==> config.mk <==
export PLATFORM = sky130hd
export DESIGN_NAME = int8_dot_product_device_flat
export DESIGN_NICKNAME = d
export VERILOG_FILES = /design/src/design/idp_pkg.sv /design/src/design/idp_if.sv /design/src/design/idp_mac.sv /design/src/design/int8_dot_product_device.sv /design/src/flat_wrapper.sv
export SDC_FILE = /design/constraint.sdc
export NUM_CORES = 1
export LEC_CHECK = 0
export ABC_AREA = 1
export BUFFER_PORTS_ARGS = -buffer_cell sky130_fd_sc_hd__buf_2
export CORE_ASPECT_RATIO = 1.5
export CORE_MARGIN = 4
export CORE_UTILIZATION = 50
export DETAILED_ROUTE_END_ITERATION = 8
export GPL_TIMING_DRIVEN = 0
export HOLD_SLACK_MARGIN = 0.06
export PLACE_DENSITY = 0.74
export SETUP_SLACK_MARGIN = 0.4
export SLEW_MARGIN = 20
export SYNTH_ARGS = -nofsm -noshare
export SYNTH_HDL_FRONTEND = slang
export SYNTH_SLANG_ARGS = --single-unit
==> constraint.sdc <==
create_clock -name clk_i -period 9.1 [get_ports clk_i]
set_input_delay 0.455 -clock clk_i [delete_from_list [all_inputs] [get_ports clk_i]]
set_output_delay 0.455 -clock clk_i [all_outputs]
set_load 0.05 [all_outputs]
==> src/design/idp_pkg.sv <==
// Package with the codes, register offsets and shared types of the int8 dot-product device.
`timescale 1ns / 1ps
package idp_pkg;

  localparam logic [1:0] KIND_READ  = 2'd0;
  localparam logic [1:0] KIND_WRITE = 2'd1;
  localparam logic [1:0] KIND_TICK  = 2'd2;

  localparam logic [11:0] REG_ID         = 12'h000;
  localparam logic [11:0] REG_REVISION   = 12'h004;
  localparam logic [11:0] REG_CAPS       = 12'h008;
  localparam logic [11:0] REG_CTRL       = 12'h00C;
  localparam logic [11:0] REG_STATUS     = 12'h010;
  localparam logic [11:0] REG_IRQ_STATUS = 12'h014;
  localparam logic [11:0] REG_IRQ_ENABLE = 12'h018;
  localparam logic [11:0] REG_ERROR      = 12'h01C;
  localparam logic [11:0] REG_JOB_ID     = 12'h020;
  localparam logic [11:0] REG_LENGTH     = 12'h024;
  localparam logic [11:0] REG_RESULT     = 12'h140;
  localparam logic [11:0] REG_FAULT      = 12'h180;
  localparam logic [7:0]  OPA_PAGE       = 8'h10;
  localparam logic [7:0]  OPB_PAGE       = 8'h12;

  localparam logic [31:0] DEV_ID = 32'h564E_5055;
  localparam logic [31:0] CAPS_A = 32'h0000_003F;
  localparam logic [31:0] CAPS_B = 32'h0000_003D;
  localparam logic [31:0] LEN_SHORT = 32'd8;
  localparam logic [31:0] LEN_LONG  = 32'd16;
  localparam logic [15:0] BUSY_TICKS_RESET = 16'd100;

  localparam logic [1:0] ST_IDLE  = 2'd0;
  localparam logic [1:0] ST_BUSY  = 2'd1;
  localparam logic [1:0] ST_DONE  = 2'd2;
  localparam logic [1:0] ST_ERROR = 2'd3;

  localparam logic [1:0] ERR_NONE   = 2'd0;
  localparam logic [1:0] ERR_LENGTH = 2'd1;
  localparam logic [1:0] ERR_BUSY   = 2'd2;
  localparam logic [1:0] ERR_FORCED = 2'd3;

  localparam logic [1:0] IRQ_DONE = 2'b01;
  localparam logic [1:0] IRQ_ERR  = 2'b10;

  localparam int RESULT_W = 20;

  typedef struct packed {
    logic start;
    logic long_vector;
  } idp_mac_ctrl_t;

  typedef struct packed {
    logic                done;
    logic [RESULT_W-1:0] sum;
  } idp_mac_stat_t;

endpackage

==> src/design/idp_if.sv <==
// Channel interfaces of the int8 dot-product device: bus request, response and configuration.
`timescale 1ns / 1ps
interface idp_req_if;
  logic        valid;
  logic        ready;
  logic [1:0]  kind;
  logic [11:0] offset;
  logic [31:0] write_data;
  logic        word_access;
  modport source (output valid, kind, offset, write_data, word_access, input ready);
  modport sink (input valid, kind, offset, write_data, word_access, output ready);
endinterface

interface idp_rsp_if;
  logic        valid;
  logic        ready;
  logic [31:0] read_data;
  logic        irq_line;
  modport source (output valid, read_data, irq_line, input ready);
  modport sink (input valid, read_data, irq_line, output ready);
endinterface

interface idp_cfg_if;
  logic        valid;
  logic        ready;
  logic [15:0] busy_ticks;
  modport source (output valid, busy_ticks, input ready);
  modport sink (input valid, busy_ticks, output ready);
endinterface

==> src/design/idp_mac.sv <==
// Shared signed 8x8 multiply-accumulate unit that walks the operand lanes one per cycle, pausing to load each word.
`timescale 1ns / 1ps
module idp_mac (
  input  logic                   clk_i,
  input  logic                   rst_ni,
  input  idp_pkg::idp_mac_ctrl_t ctrl_i,
  input  logic [31:0]            a_word_i,
  input  logic [31:0]            b_word_i,
  output logic [1:0]             addr_o,
  output idp_pkg::idp_mac_stat_t stat_o
);

  localparam logic [1:0] MS_IDLE = 2'd0;
  localparam logic [1:0] MS_LOAD = 2'd1;
  localparam logic [1:0] MS_RUN  = 2'd2;

  logic [1:0]                       state_q, state_d;
  logic [3:0]                       step_q, step_d;
  logic                             long_q, long_d;
  logic                             done_q, done_d;
  logic signed [idp_pkg::RESULT_W-1:0] acc_q, acc_d;
  logic signed [7:0]                a_lane, b_lane;
  logic signed [15:0]               prod;
  logic [1:0]                       last_word;

  assign a_lane    = a_word_i[8*step_q[1:0] +: 8];
  assign b_lane    = b_word_i[8*step_q[1:0] +: 8];
  assign prod      = a_lane * b_lane;
  assign last_word = long_q ? 2'd3 : 2'd1;
  assign addr_o    = step_q[3:2];
  assign stat_o.done = done_q;
  assign stat_o.sum  = acc_q;

  always_comb begin
    state_d = state_q;
    step_d  = step_q;
    long_d  = long_q;
    acc_d   = acc_q;
    done_d  = 1'b0;
    unique case (state_q)
      MS_IDLE: begin
        if (ctrl_i.start) begin
          state_d = MS_LOAD;
          step_d  = 4'd0;
          long_d  = ctrl_i.long_vector;
          acc_d   = '0;
        end
      end
      MS_LOAD: begin
        state_d = MS_RUN;
      end
      MS_RUN: begin
        acc_d  = acc_q + {{(idp_pkg::RESULT_W-16){prod[15]}}, prod};
        step_d = step_q + 4'd1;
        if (step_q[1:0] == 2'd3) begin
          if (step_q[3:2] == last_word) begin
            state_d = MS_IDLE;
            done_d  = 1'b1;
          end else begin
            state_d = MS_LOAD;
          end
        end
      end
      default: begin
        state_d = MS_IDLE;
      end
    endcase
  end

  always_ff @(posedge clk_i or negedge rst_ni) begin
    if (!rst_ni) begin
      state_q <= MS_IDLE;
      step_q  <= 4'd0;
      long_q  <= 1'b0;
      done_q  <= 1'b0;
    end else begin
      state_q <= state_d;
      step_q  <= step_d;
      long_q  <= long_d;
      done_q  <= done_d;
    end
  end

  always_ff @(posedge clk_i) begin
    acc_q <= acc_d;
  end

`ifndef ASSERT_OFF
  a_start_idle: assert property (@(posedge clk_i) disable iff (!rst_ni)
    ctrl_i.start |-> state_q == MS_IDLE)
    else $error("Multiply-accumulate start while a sum is in progress.");

  a_short_addr: assert property (@(posedge clk_i) disable iff (!rst_ni)
    (state_q != MS_IDLE && !long_q) |-> !addr_o[1])
    else $error("Short vector reads past the second operand word.");

  a_done_single: assert property (@(posedge clk_i) disable iff (!rst_ni)
    done_q |=> !done_q)
    else $error("Sum completion lasted more than one cycle.");
`endif

endmodule

==> src/design/int8_dot_product_device.sv <==
// Top level of the register-mapped signed int8 dot-product device.
//
//   channel  direction  handshake          word
//   req_i    in         valid/ready        kind, offset, write_data, word_access
//   rsp_o    out        valid/ready        read_data, irq_line
//   cfg_i    in         valid/ready        busy_ticks (always ready)
//
// A read, a write or a non-completing tick passes through the fetch and execute states, its
// response word registered behind the registered read port of the operand memories.
// A completing tick then runs 8 lanes or 16: one lane per cycle through the shared
// multiply-accumulate unit, with a memory read per word and a final step to take the sum.
// The request channel is ready only in the idle state with the response register free
// or being emptied. Reset is asynchronous and clears all control state at once.
`timescale 1ns / 1ps
module int8_dot_product_device #(
  parameter int REVISION = 2
) (
  input logic       clk_i,
  input logic       rst_ni,
  idp_req_if.sink   req_i,
  idp_rsp_if.source rsp_o,
  idp_cfg_if.sink   cfg_i
);

  localparam logic [1:0] S_IDLE  = 2'd0;
  localparam logic [1:0] S_FETCH = 2'd1;
  localparam logic [1:0] S_EXEC  = 2'd2;
  localparam logic [1:0] S_MAC   = 2'd3;

  logic [1:0]  state_q, state_d;
  logic        in_ready;
  logic [1:0]  kind_q;
  logic [11:0] offset_q;
  logic [31:0] wdata_q;
  logic        word_q;

  logic [15:0] busy_ticks_q;
  logic [1:0]  status_q, status_d;
  logic [1:0]  err_q, err_d;
  logic [idp_pkg::RESULT_W-1:0] result_q, result_d;
  logic [1:0]  pend_q, pend_d;
  logic [1:0]  mask_q, mask_d;
  logic [3:0]  fault_q, fault_d;
  logic [31:0] job_q, job_d;
  logic        long_q, long_d;
  logic [15:0] ticks_q, ticks_d;

  logic [31:0] a_mem_q [4];
  logic [31:0] b_mem_q [4];
  logic [3:0]  a_vld_q, b_vld_q;
  logic [31:0] a_rd_q, b_rd_q;
  logic [1:0]  mem_addr;
  logic        a_we, b_we, a_hit, b_hit;

  logic        out_valid_q;
  logic [31:0] out_rd_q, rd_val;
  logic        out_irq_q;
  logic        out_load;
  logic        mac_start;
  logic [1:0]  mac_addr;
  idp_pkg::idp_mac_ctrl_t mac_ctrl;
  idp_pkg::idp_mac_stat_t mac_stat;

  assign in_ready     = (state_q == S_IDLE) && (!out_valid_q || rsp_o.ready);
  assign req_i.ready  = in_ready;
  assign cfg_i.ready  = 1'b1;
  assign rsp_o.valid     = out_valid_q;
  assign rsp_o.read_data = out_rd_q;
  assign rsp_o.irq_line  = out_irq_q;

  assign a_hit = (offset_q[11:4] == idp_pkg::OPA_PAGE) && (offset_q[1:0] == 2'd0);
  assign b_hit = (offset_q[11:4] == idp_pkg::OPB_PAGE) && (offset_q[1:0] == 2'd0);
  assign mem_addr = (state_q == S_MAC) ? mac_addr : offset_q[3:2];

  assign mac_ctrl.start       = mac_start;
  assign mac_ctrl.long_vector = long_q;

  idp_mac u_mac (
    .clk_i    (clk_i),
    .rst_ni   (rst_ni),
    .ctrl_i   (mac_ctrl),
    .a_word_i (a_rd_q),
    .b_word_i (b_rd_q),
    .addr_o   (mac_addr),
    .stat_o   (mac_stat)
  );

  always_comb begin
    state_d   = state_q;
    status_d  = status_q;
    err_d     = err_q;
    result_d  = result_q;
    pend_d    = pend_q;
    mask_d    = mask_q;
    fault_d   = fault_q;
    job_d     = job_q;
    long_d    = long_q;
    ticks_d   = ticks_q;
    a_we      = 1'b0;
    b_we      = 1'b0;
    rd_val    = '0;
    mac_start = 1'b0;
    out_load  = 1'b0;
    unique case (state_q)
      S_IDLE: begin
        if (req_i.valid && in_ready) begin
          state_d = S_FETCH;
        end
      end
      S_FETCH: begin
        state_d = S_EXEC;
      end
      S_EXEC: begin
        if (kind_q == idp_pkg::KIND_READ && word_q) begin
          if (a_hit) begin
            rd_val = a_rd_q;
          end else if (b_hit) begin
            rd_val = b_rd_q;
          end else begin
            unique case (offset_q)
              idp_pkg::REG_ID:         rd_val = idp_pkg::DEV_ID;
              idp_pkg::REG_REVISION:   rd_val = 32'(REVISION);
              idp_pkg::REG_CAPS:       rd_val = (REVISION == 2) ? idp_pkg::CAPS_B
                                                                : idp_pkg::CAPS_A;
              idp_pkg::REG_STATUS:     rd_val = {30'd0, status_q};
              idp_pkg::REG_IRQ_STATUS: rd_val = {30'd0, pend_q};
              idp_pkg::REG_IRQ_ENABLE: rd_val = {30'd0, mask_q};
              idp_pkg::REG_ERROR:      rd_val = {30'd0, err_q};
              idp_pkg::REG_JOB_ID:     rd_val = job_q;
              idp_pkg::REG_LENGTH:     rd_val = long_q ? idp_pkg::LEN_LONG
                                                       : idp_pkg::LEN_SHORT;
              idp_pkg::REG_RESULT: begin
                rd_val = {{(32-idp_pkg::RESULT_W){result_q[idp_pkg::RESULT_W-1]}},
                          result_q};
                if (status_q == idp_pkg::ST_DONE) begin
                  status_d = idp_pkg::ST_IDLE;
                end
              end
              idp_pkg::REG_FAULT:      rd_val = {28'd0, fault_q};
              default:                 rd_val = '0;
            endcase
          end
        end else if (kind_q == idp_pkg::KIND_WRITE && word_q) begin
          if (a_hit) begin
            a_we = 1'b1;
          end else if (b_hit) begin
            b_we = 1'b1;
          end else begin
            unique case (offset_q)
              idp_pkg::REG_CTRL: begin
                if (wdata_q[1]) begin
                  ticks_d  = '0;
                  status_d = idp_pkg::ST_IDLE;
                  pend_d   = '0;
                  err_d    = idp_pkg::ERR_NONE;
                  fault_d  = '0;
                end else if (wdata_q[0]) begin
                  if (status_q != idp_pkg::ST_IDLE) begin
                    pend_d = pend_q | idp_pkg::IRQ_ERR;
                    if (status_q == idp_pkg::ST_BUSY || status_q == idp_pkg::ST_DONE) begin
                      err_d = idp_pkg::ERR_BUSY;
                    end
                  end else begin
                    status_d = idp_pkg::ST_BUSY;
                    pend_d   = '0;
                    err_d    = idp_pkg::ERR_NONE;
                    ticks_d  = (busy_ticks_q == 16'd0) ? 16'd1 : busy_ticks_q;
                  end
                end
              end
              idp_pkg::REG_IRQ_STATUS: pend_d = pend_q & ~wdata_q[1:0];
              idp_pkg::REG_IRQ_ENABLE: mask_d = wdata_q[1:0];
              idp_pkg::REG_JOB_ID:     job_d  = wdata_q;
              idp_pkg::REG_LENGTH: begin
                if (wdata_q == idp_pkg::LEN_SHORT) begin
                  long_d = 1'b0;
                end else if (wdata_q == idp_pkg::LEN_LONG && REVISION == 2) begin
                  long_d = 1'b1;
                end else begin
                  err_d    = idp_pkg::ERR_LENGTH;
                  status_d = idp_pkg::ST_ERROR;
                  pend_d   = idp_pkg::IRQ_ERR;
                end
              end
              idp_pkg::REG_FAULT:      fault_d = wdata_q[3:0] & (~wdata_q[3:0] + 4'd1);
              default: begin
              end
            endcase
          end
        end else if (kind_q == idp_pkg::KIND_TICK && ticks_q != 16'd0) begin
          ticks_d = ticks_q - 16'd1;
          if (ticks_q == 16'd1) begin
            mac_start = 1'b1;
          end
        end
        if (mac_start) begin
          state_d = S_MAC;
        end else begin
          out_load = 1'b1;
          state_d  = S_IDLE;
        end
      end
      S_MAC: begin
        if (mac_stat.done) begin
          result_d = mac_stat.sum;
          status_d = idp_pkg::ST_DONE;
          pend_d   = idp_pkg::IRQ_DONE;
          if (fault_q[0]) begin
            pend_d = '0;
          end else if (fault_q[1]) begin
            status_d = idp_pkg::ST_BUSY;
            pend_d   = '0;
          end else if (fault_q[2]) begin
            result_d = mac_stat.sum ^ {{(idp_pkg::RESULT_W-1){1'b0}}, 1'b1};
          end else if (fault_q[3]) begin
            status_d = idp_pkg::ST_ERROR;
            err_d    = idp_pkg::ERR_FORCED;
            pend_d   = idp_pkg::IRQ_ERR;
          end
          out_load = 1'b1;
          state_d  = S_IDLE;
        end
      end
      default: begin
        state_d = S_IDLE;
      end
    endcase
  end

  always_ff @(posedge clk_i or negedge rst_ni) begin
    if (!rst_ni) begin
      state_q      <= S_IDLE;
      busy_ticks_q <= idp_pkg::BUSY_TICKS_RESET;
      status_q     <= idp_pkg::ST_IDLE;
      err_q        <= idp_pkg::ERR_NONE;
      result_q     <= '0;
      pend_q       <= '0;
      mask_q       <= '0;
      fault_q      <= '0;
      job_q        <= '0;
      long_q       <= (REVISION == 2);
      ticks_q      <= '0;
      a_vld_q      <= '0;
      b_vld_q      <= '0;
      out_valid_q  <= 1'b0;
    end else begin
      state_q  <= state_d;
      status_q <= status_d;
      err_q    <= err_d;
      result_q <= result_d;
      pend_q   <= pend_d;
      mask_q   <= mask_d;
      fault_q  <= fault_d;
      job_q    <= job_d;
      long_q   <= long_d;
      ticks_q  <= ticks_d;
      if (cfg_i.valid) begin
        busy_ticks_q <= cfg_i.busy_ticks;
      end
      if (a_we) begin
        a_vld_q[offset_q[3:2]] <= 1'b1;
      end
      if (b_we) begin
        b_vld_q[offset_q[3:2]] <= 1'b1;
      end
      if (out_load) begin
        out_valid_q <= 1'b1;
      end else if (rsp_o.ready) begin
        out_valid_q <= 1'b0;
      end
    end
  end

  always_ff @(posedge clk_i) begin
    if (req_i.valid && in_ready) begin
      kind_q   <= req_i.kind;
      offset_q <= req_i.offset;
      wdata_q  <= req_i.write_data;
      word_q   <= req_i.word_access;
    end
    if (out_load) begin
      out_rd_q  <= rd_val;
      out_irq_q <= |(pend_d & mask_d);
    end
  end

  always_ff @(posedge clk_i) begin
    if (a_we) begin
      a_mem_q[offset_q[3:2]] <= wdata_q;
    end
    if (b_we) begin
      b_mem_q[offset_q[3:2]] <= wdata_q;
    end
    a_rd_q <= a_vld_q[mem_addr] ? a_mem_q[mem_addr] : '0;
    b_rd_q <= b_vld_q[mem_addr] ? b_mem_q[mem_addr] : '0;
  end

`ifndef ASSERT_OFF
  a_busy_not_ready: assert property (@(posedge clk_i) disable iff (!rst_ni)
    (state_q != S_IDLE) |-> !req_i.ready)
    else $error("Request channel is ready while a word is in progress.");

  a_done_in_mac: assert property (@(posedge clk_i) disable iff (!rst_ni)
    mac_stat.done |-> state_q == S_MAC)
    else $error("Sum finished outside the completion state.");

  a_start_to_mac: assert property (@(posedge clk_i) disable iff (!rst_ni)
    mac_start |=> state_q == S_MAC)
    else $error("Job completion did not enter the completion state.");
`endif

endmodule
==> src/flat_wrapper.sv <==
// flat-port wrapper written by rule: the top's interface ports become plain ports
module int8_dot_product_device_flat 
#(
  parameter int REVISION = 2
)
  (clk_i, rst_ni, req_i_valid, req_i_kind, req_i_offset, req_i_write_data, req_i_word_access, req_i_ready, rsp_o_valid, rsp_o_read_data, rsp_o_irq_line, rsp_o_ready, cfg_i_valid, cfg_i_busy_ticks, cfg_i_ready);
  idp_req_if req_i_i ();
  idp_rsp_if rsp_o_i ();
  idp_cfg_if cfg_i_i ();
  input logic clk_i;
  input logic rst_ni;
  input wire logic [$bits(req_i_i.valid)-1:0] req_i_valid;
  input wire logic [$bits(req_i_i.kind)-1:0] req_i_kind;
  input wire logic [$bits(req_i_i.offset)-1:0] req_i_offset;
  input wire logic [$bits(req_i_i.write_data)-1:0] req_i_write_data;
  input wire logic [$bits(req_i_i.word_access)-1:0] req_i_word_access;
  output wire logic [$bits(req_i_i.ready)-1:0] req_i_ready;
  output wire logic [$bits(rsp_o_i.valid)-1:0] rsp_o_valid;
  output wire logic [$bits(rsp_o_i.read_data)-1:0] rsp_o_read_data;
  output wire logic [$bits(rsp_o_i.irq_line)-1:0] rsp_o_irq_line;
  input wire logic [$bits(rsp_o_i.ready)-1:0] rsp_o_ready;
  input wire logic [$bits(cfg_i_i.valid)-1:0] cfg_i_valid;
  input wire logic [$bits(cfg_i_i.busy_ticks)-1:0] cfg_i_busy_ticks;
  output wire logic [$bits(cfg_i_i.ready)-1:0] cfg_i_ready;
  assign req_i_i.valid = req_i_valid;
  assign req_i_i.kind = req_i_kind;
  assign req_i_i.offset = req_i_offset;
  assign req_i_i.write_data = req_i_write_data;
  assign req_i_i.word_access = req_i_word_access;
  assign req_i_ready = req_i_i.ready;
  assign rsp_o_valid = rsp_o_i.valid;
  assign rsp_o_read_data = rsp_o_i.read_data;
  assign rsp_o_irq_line = rsp_o_i.irq_line;
  assign rsp_o_i.ready = rsp_o_ready;
  assign cfg_i_i.valid = cfg_i_valid;
  assign cfg_i_i.busy_ticks = cfg_i_busy_ticks;
  assign cfg_i_ready = cfg_i_i.ready;
  int8_dot_product_device #(.REVISION(REVISION)) u_core (.clk_i(clk_i), .rst_ni(rst_ni), .req_i(req_i_i), .rsp_o(rsp_o_i), .cfg_i(cfg_i_i));
endmodule
==> flow_summary.ini, run 1 <==
[sta]
min_period_ps = 7590
finalWorstSetupSlack_ps = 1510
hold_viol_final = 0
fin_skew_ps = 17.4
rsz0062_at_grt = false
period_share_pct = 83.4
worstMarginPinSlew_ps = 1030
timing.slew.headroom_pct = 30.9
setup_viol = 0
drv_slew = 0
final.setup.tns_ps = 0
max_clock_freq_ghz = 0.132

[die]
fp-row-count = 100
fp.dieW_um = 191
start_util_pct = 50.5
core_region_area_sq_um = 49700
io_pins = 104
dieArea_sq_um = 53900
die_h_um = 282

[synthesis]
seq_area_frac_synth_pct = 59.3
yosysWarnings = 0
ys_seq_elements = 536
synth_area_leaders = edfxtp_1 43%, dfrtp_1 11%, nand2_1 5.6%
synth-async-reset-ratio_pct = 21.6
synth-xor-area-share_pct = 0.594
syn_area_sq_um = 25100
synth_edf_count = 356
avgSynthCellArea_sq_um = 10.3
synth_fa_ha_area_share_pct = 7.06
synth_compound_area_share_pct = 11.5
synth_top_area_share_pct = 42.6
synth_area_leader_cell = edfxtp_1
ys_types = 58
synth_top_family_by_area = simple AND/OR/NAND/NOR gates
synthCells = 2435
ys.flop_type = edfxtp_1
netlist_top_cells_count = 375 x nand2_1, 363 x nor2_1, 356 x edfxtp_1, 298 x inv_1, 210 x o21ai_0
synth-simple-area-share_pct = 14.0
synth_mux_area_share_pct = 1.33
synth_nets = 2611
synth_most_common_cell = nand2_1

[drt]
drt_iter0_drc = 1826
wl_per_cell_um = 21.3
wl_um = 71300
ant_nets = 0
vias_per_cell = 5.67
num_vias = 19000
dr.pass1.iters = 7
drc = 0

[worst_setup_path]
critPathSlowestCell = fa_1
critPathLaunch = u_core.u_mac.step_q[0]$_DFFE_PN0P_
critPathArrivalTime_ps = 7930
critPathRequiredTime_ps = 9440
reg2reg_from = u_core.u_mac.step_q[0]$_DFFE_PN0P_
crit_family = adder cells
worstSetupPathDepth = 29
endpoint_kind = flop
r2r_slack_ps = 1510
cp_common_cell = inv_1
max_stage_delay_ps = 720
crit_end = u_core.u_mac.acc_q[19]$_SDFFCE_PN0P_
r2r-end = u_core.u_mac.acc_q[19]$_SDFFCE_PN0P_
path_class = reg -> reg
path_buf_inv = 7
r2r_cells = 29
cp_max_fo = 10
startpoint_type = flop

[cts]
insertion_delay_ps = 580
cts_buffers = 48
cts_buffer_depth = 3
cts.sinks = 536
cts-root-buf = clkbuf_16
cts_tree = built
holdBufCountCts = 49
clk_pin_slew_worst_paths_ps = 70
htree_levels = 2
post_cts_resize_count = 0
post_cts_buffers = 0

[pwr]
worst_ir_drop_vdd_mv = 0.366
p_leak_nw = 12.0
power_density_nw_per_um2 = 352

[global_route]
grt_overflow = 0
grt_pass1_vias = 19000
grt_max_degree = 71
antenna_found_initial = 0
track_usage_pct = 26.0
grt_pass1_wl_um = 108000

[placement]
gp_congestion = 1.02
place_hpwl_um = 53000
portBuffers = 102
pre_cts_ws_ps = 1480

[final_layout]
drive_above_1_share_pct = 10.9
nets = 2823
area_growth_pct = 15.0
antenna_cells = 0
fill_cells = 4128
fin_util_pct = 58.1

[status]
status = completed

[worst_hold_path]
hold_class = in -> reg

[run]
maxCapViolations = 0
cell usage in the layout, fill, tap and decap left out, types with 7 or more instances in the layout:
| cell type | n |
|---|---|
| o32ai_1 | 64 |
| clkbuf_16 | 49 |
| buf_2 | 133 |
| mux2_4 | 20 |
| nand3_1 | 66 |
| dfrtp_1 | 112 |
| a211oi_1 | 8 |
| clkinv_2 | 11 |
| dlygate4sd3_1 | 49 |
| buf_12 | 8 |
| xnor2_1 | 8 |
| nor3_1 | 18 |
| a21oi_1 | 129 |
| o22ai_1 | 7 |
| a31oi_1 | 18 |
| xor2_1 | 9 |
| nor2_4 | 11 |
| inv_1 | 297 |
| a32oi_1 | 13 |
| buf_1 | 13 |
| edfxtp_1 | 356 |
| dfxtp_1 | 64 |
| o21ai_0 | 209 |
| or2_2 | 8 |
| nand4_1 | 15 |
| clkbuf_1 | 51 |
| nand2_1 | 375 |
| ha_1 | 52 |
| nor2_1 | 355 |
| fa_1 | 56 |
where the power goes:
group / total [mW] / switching (mW) / leakage [nW] / internal, mW
Sequential: 3.27 / 0.311 / 5.34 / 2.96
Combinational: 4.81 / 3.32 / 5.85 / 1.50
Clock: 2.07 / 0.924 / 0.798 / 1.15
Total: 10.2 / 4.55 / 12.0 / 5.61
kinds of logic after synthesis:
logic type / after synthesis
xor gates and xnor gates: 17
buffers and inverters: 397
and+or+nand+nor: 866
AOI/OAI and AO/OA: 487
DFF: 536
muxes: 23
adders and majority gates: 108
other: 1
sequential cells by signal, summed over array words and instances (netlist names), 4 cells and up:
name	cells
u_core.rsp_o.read_data	32
u_core.busy_ticks_q	16
u_core.ticks_q	16
u_core.a_vld_q	4
u_core.result_q	20
u_core.u_mac.step_q	4
u_core.u_mac.acc_q	20
u_core.b_rd_q	32
u_core.a_mem_q	128
u_core.job_q	32
u_core.fault_q	4
u_core.wdata_q	32
u_core.b_mem_q	128
u_core.offset_q	12
u_core.a_rd_q	32
u_core.b_vld_q	4
per-stage QoR:
step / std cells / total power [mW] / hold slack [ps] / cell area (sq um)
after floorplan: 2435 / 6.55 / 159 / 25100
after global placement: 3200 / 7.92 / 446 / 26400
after detailed placement: 3211 / 8.05 / 415 / 26700
after CTS: 3350 / 10.2 / 63.8 / 28800
after global routing: 3350 / 10.9 / 89.7 / 28800
final: 3350 / 10.2 / 86.8 / 28800
worst min path at each step:
stage / start / to / depth (start not counted)
2_1_floorplan: rst_ni / u_core.a_vld_q[0]$_DFFE_PN0P_ / 0
3_3_place_gp: u_core.a_vld_q[0]$_DFFE_PN0P_ / u_core.a_vld_q[0]$_DFFE_PN0P_ / 1
3_5_place_dp: rst_ni / u_core.rsp_o.valid$_DFFE_PN0P_ / 1
4_1_cts: cfg_i_busy_ticks[15] / u_core.busy_ticks_q[15]$_DFFE_PN0P_ / 3
5_1_grt: cfg_i_busy_ticks[15] / u_core.busy_ticks_q[15]$_DFFE_PN0P_ / 3
6_report: cfg_i_busy_ticks[15] / u_core.busy_ticks_q[15]$_DFFE_PN0P_ / 3
worst min-delay path: stages:
cell and delay, ps:
buf_2 80, nand2_1 40, o21ai_0 60
layout make-up:
| type | instances | area, sq um | share of cell area, % |
|---|---|---|---|
| buffer | 92 | 408 | 1.41 |
| clock inverter | 29 | 295 | 1.02 |
| sequential | 536 | 14900 | 51.6 |
| clock buffer | 61 | 1310 | 4.55 |
| timing repair buffer | 162 | 1250 | 4.33 |
| inverter | 305 | 1150 | 3.98 |
| multi-input combinational | 1502 | 8720 | 30.2 |
| tap | 663 | 830 | 2.88 |
per-layer routing:
layer | routed length [um] | GRT usage [%] | vias up | share of wire, %
met1 | 26500 | 31.3 | 9272 | 37
met4 | 4490 | 14.1 | 0 | 6.3
li1 | - | - | 8711 | -
met2 | 35800 | 46.0 | 826 | 50
met5 | 0 | 0 | - | 0
met3 | 4490 | 2.95 | 199 | 6.3
Note: power is estimated with default switching activity, not from simulation.
==> run 2: changes to the inputs <==
- ABC_AREA: 1 -> 0
- PLACE_DENSITY: 0.74 -> 0.76
- clock period: 9.1 -> 6.7 ns (I/O delays scaled with it)
==> flow_summary.ini, run 2 <==
[sta]
hold_viol_final = 0
fin_skew_ps = 22.8
min_period_ps = 6400
whs_ps = 154
period_share_pct = 95.6
drv_slew = 0
finalWorstSetupSlack_ps = 297
worstMarginPinSlew_ps = 966
max_clock_freq_ghz = 0.156
setup_viol = 0
rsz0062_at_grt = true
timing.slew.headroom_pct = 35.5

[placement]
gp_congestion = 0.971
portBuffers = 101
place_hpwl_um = 43900
pre_cts_ws_ps = -541

[drt]
drt_iter0_drc = 1341
vias_per_cell = 5.70
met3_length_um = 3160
ant_nets = 0
routed.top_layer = met4
wl_um = 60600
met2WireLength_um = 31300
drc = 0
dr.pass1.iters = 7
wl_per_cell_um = 22.4
drt-met1-wl_um = 22300
num_vias = 15400

[die]
fp.dieW_um = 188
fp-row-count = 98
core_region_area_sq_um = 47900
die_h_um = 278
start_util_pct = 50.7
io_pins = 104
dieArea_sq_um = 52300

[synthesis]
synth_area_leaders = edfxtp_1 44%, dfrtp_1 12%, mux4_2 7.3%
avgSynthCellArea_sq_um = 14.0
netlist_top_cells_count = 356 x edfxtp_1, 115 x nand2_1, 112 x dfrtp_1, 110 x inv_1, 79 x mux4_2
synth-async-reset-ratio_pct = 21.6
synth_edf_count = 356
ys_types = 70
synthCells = 1733
synth_most_common_cell = edfxtp_1
synth_area_leader_cell = edfxtp_1
ys.flop_type = edfxtp_1
ys_seq_elements = 536
yosysWarnings = 0
seq_area_frac_synth_pct = 61.2
synth_top_area_share_pct = 44.0
syn_area_sq_um = 24300
synth_nets = 1909

[final_layout]
fill_cells = 3543
seq_area_sq_um = 14900
final_common_cell = edfxtp_1
drive_above_1_share_pct = 23.2
mostFrequentLayoutCells = 356 x edfxtp_1, 123 x buf_2, 114 x nand2_1, 112 x dfrtp_1, 102 x inv_1
antenna_cells = 0
multi_input_area_sq_um = 9240
area_growth_pct = 19.4
nets = 2191

[global_route]
grt_overflow = 0
grt_max_degree = 69
antenna_found_initial = 1
track_usage_pct = 22.9
grt_pass1_vias = 16100
grt_pass1_wl_um = 92900

[pwr]
p_leak_nw = 11.1
worst_ir_drop_vdd_mv = 0.253
power_mw = 11.4
power_density_nw_per_um2 = 394

[worst_setup_path]
endpoint_kind = flop
critPathArrivalTime_ps = 6720
path_class = reg -> reg
cp_common_cell = fa_1
worstPathCellList = buf_8, clkbuf_16, buf_4, mux4_2, and2_4, fa_1, fa_1, fa_1, inv_1, fa_1, inv_2, ha_4, or3_4, or2_4, a31oi_4, xnor2_2, ha_4, a21o_1, a21oi_2, nand3b_1, nor3_4, o31ai_4, a211o_1
critPathRequiredTime_ps = 7020
startpoint_type = flop
max_stage_delay_ps = 590
cp_max_fo = 7
critPathSlowestCell = mux4_2

[cts]
cts.sinks = 536
cts_buffers = 48
insertion_delay_ps = 590
cts-root-buf = clkbuf_16
clk_pin_slew_worst_paths_ps = 70
cts_buffer_depth = 3
cts_tree = built
htree_levels = 2

[worst_hold_path]
hold_class = in -> reg

[run]
maxCapViolations = 0

[status]
status = completed
[run 2: cell families after synthesis]
group           share of synthesized area [%]
buf+inv                                  2.98
flops                                    61.2
other cells                            0.0154
mux                                      10.3
simple gates                             9.71
compound gates                           7.21
fa+ha+maj                                7.29
xor+xnor                                 1.32
[run 2: power breakdown]
group,leakage [nW],switching [mW],internal [mW],total [mW]
registers,5.33,0.367,3.95,4.32
clock network,0.765,1.21,1.54,2.74
logic,5.01,2.51,1.88,4.39
total,11.1,4.09,7.36,11.4
[run 2: layout make-up]
cell class                      instances  share of cell area [%]
Multi-Input combinational cell       1015                    31.8
Inverter                              110                    1.42
Sequential cell                       536                    51.2
Tap cell                              650                    2.80
Timing Repair Buffer                  232                    6.05
Clock inverter                         18                   0.750
Buffer                                 72                    1.26
Clock buffer                           70                    4.66
[run 2: metal layers]
layer	vias up	track usage (%)
met2	560	40.2
li1	6934	-
met3	174	3.01
met5	-	0
met4	0	12.3
met1	7738	27.4
[run 2: critical path, delay by kind of cell (launching register included)]
family,cells,cell delay [ps]
AND/OR/NAND/NOR,5,1190
adder cells (fa/ha/maj),6,2370
AO/OA/AOI/OAI,5,930
buffers and inverters,5,510
flip-flops,1,390
XOR/XNOR,1,170
multiplexers,1,590
[run 2: worst paths after layout]
path	startpoint	to	slack (ps)	depth (start not counted)
worst max-delay path	u_core.u_mac.step_q[0]$_DFFE_PN0P_	u_core.u_mac.acc_q[18]$_SDFFCE_PN0P_	300	23
worst min-delay path	rsp_o_ready	u_core.rsp_o.valid$_DFFE_PN0P_	150	3
worst max register to register	u_core.u_mac.step_q[0]$_DFFE_PN0P_	u_core.u_mac.acc_q[18]$_SDFFCE_PN0P_	300	23
worst min register to register	u_core.a_vld_q[3]$_DFFE_PN0P_	u_core.a_vld_q[3]$_DFFE_PN0P_	480	1
max in group asynchronous	rst_ni	u_core.long_q$_DFFE_PN1P_	5700	3
min in group asynchronous	rst_ni	u_core.b_vld_q[2]$_DFFE_PN0P_	250	2
[run 2: per-stage QoR]
step | utilization, % | TNS [ps] | std cells | instance area (sq um)
5_1_grt | 60.6 | 0 | 2703 | 29000
3_5_place_dp | 54.3 | -1990 | 2515 | 26000
3_3_place_gp | 53.6 | -81580 | 2484 | 25700
4_1_cts | 60.2 | 0 | 2698 | 28900
6_report | 60.6 | 0 | 2703 | 29000
2_1_floorplan | - | 0 | 1733 | 24400
[run 2: what timing repair did]
action / in CTS / in global routing
hold endpoints to repair: 108 / 0
hold buffers: 64 / 0
resized for setup: 66 / 26
setup endpoints to repair: 10 / 10
setup buffers: 31 / 5
pin swaps: 47 / 28
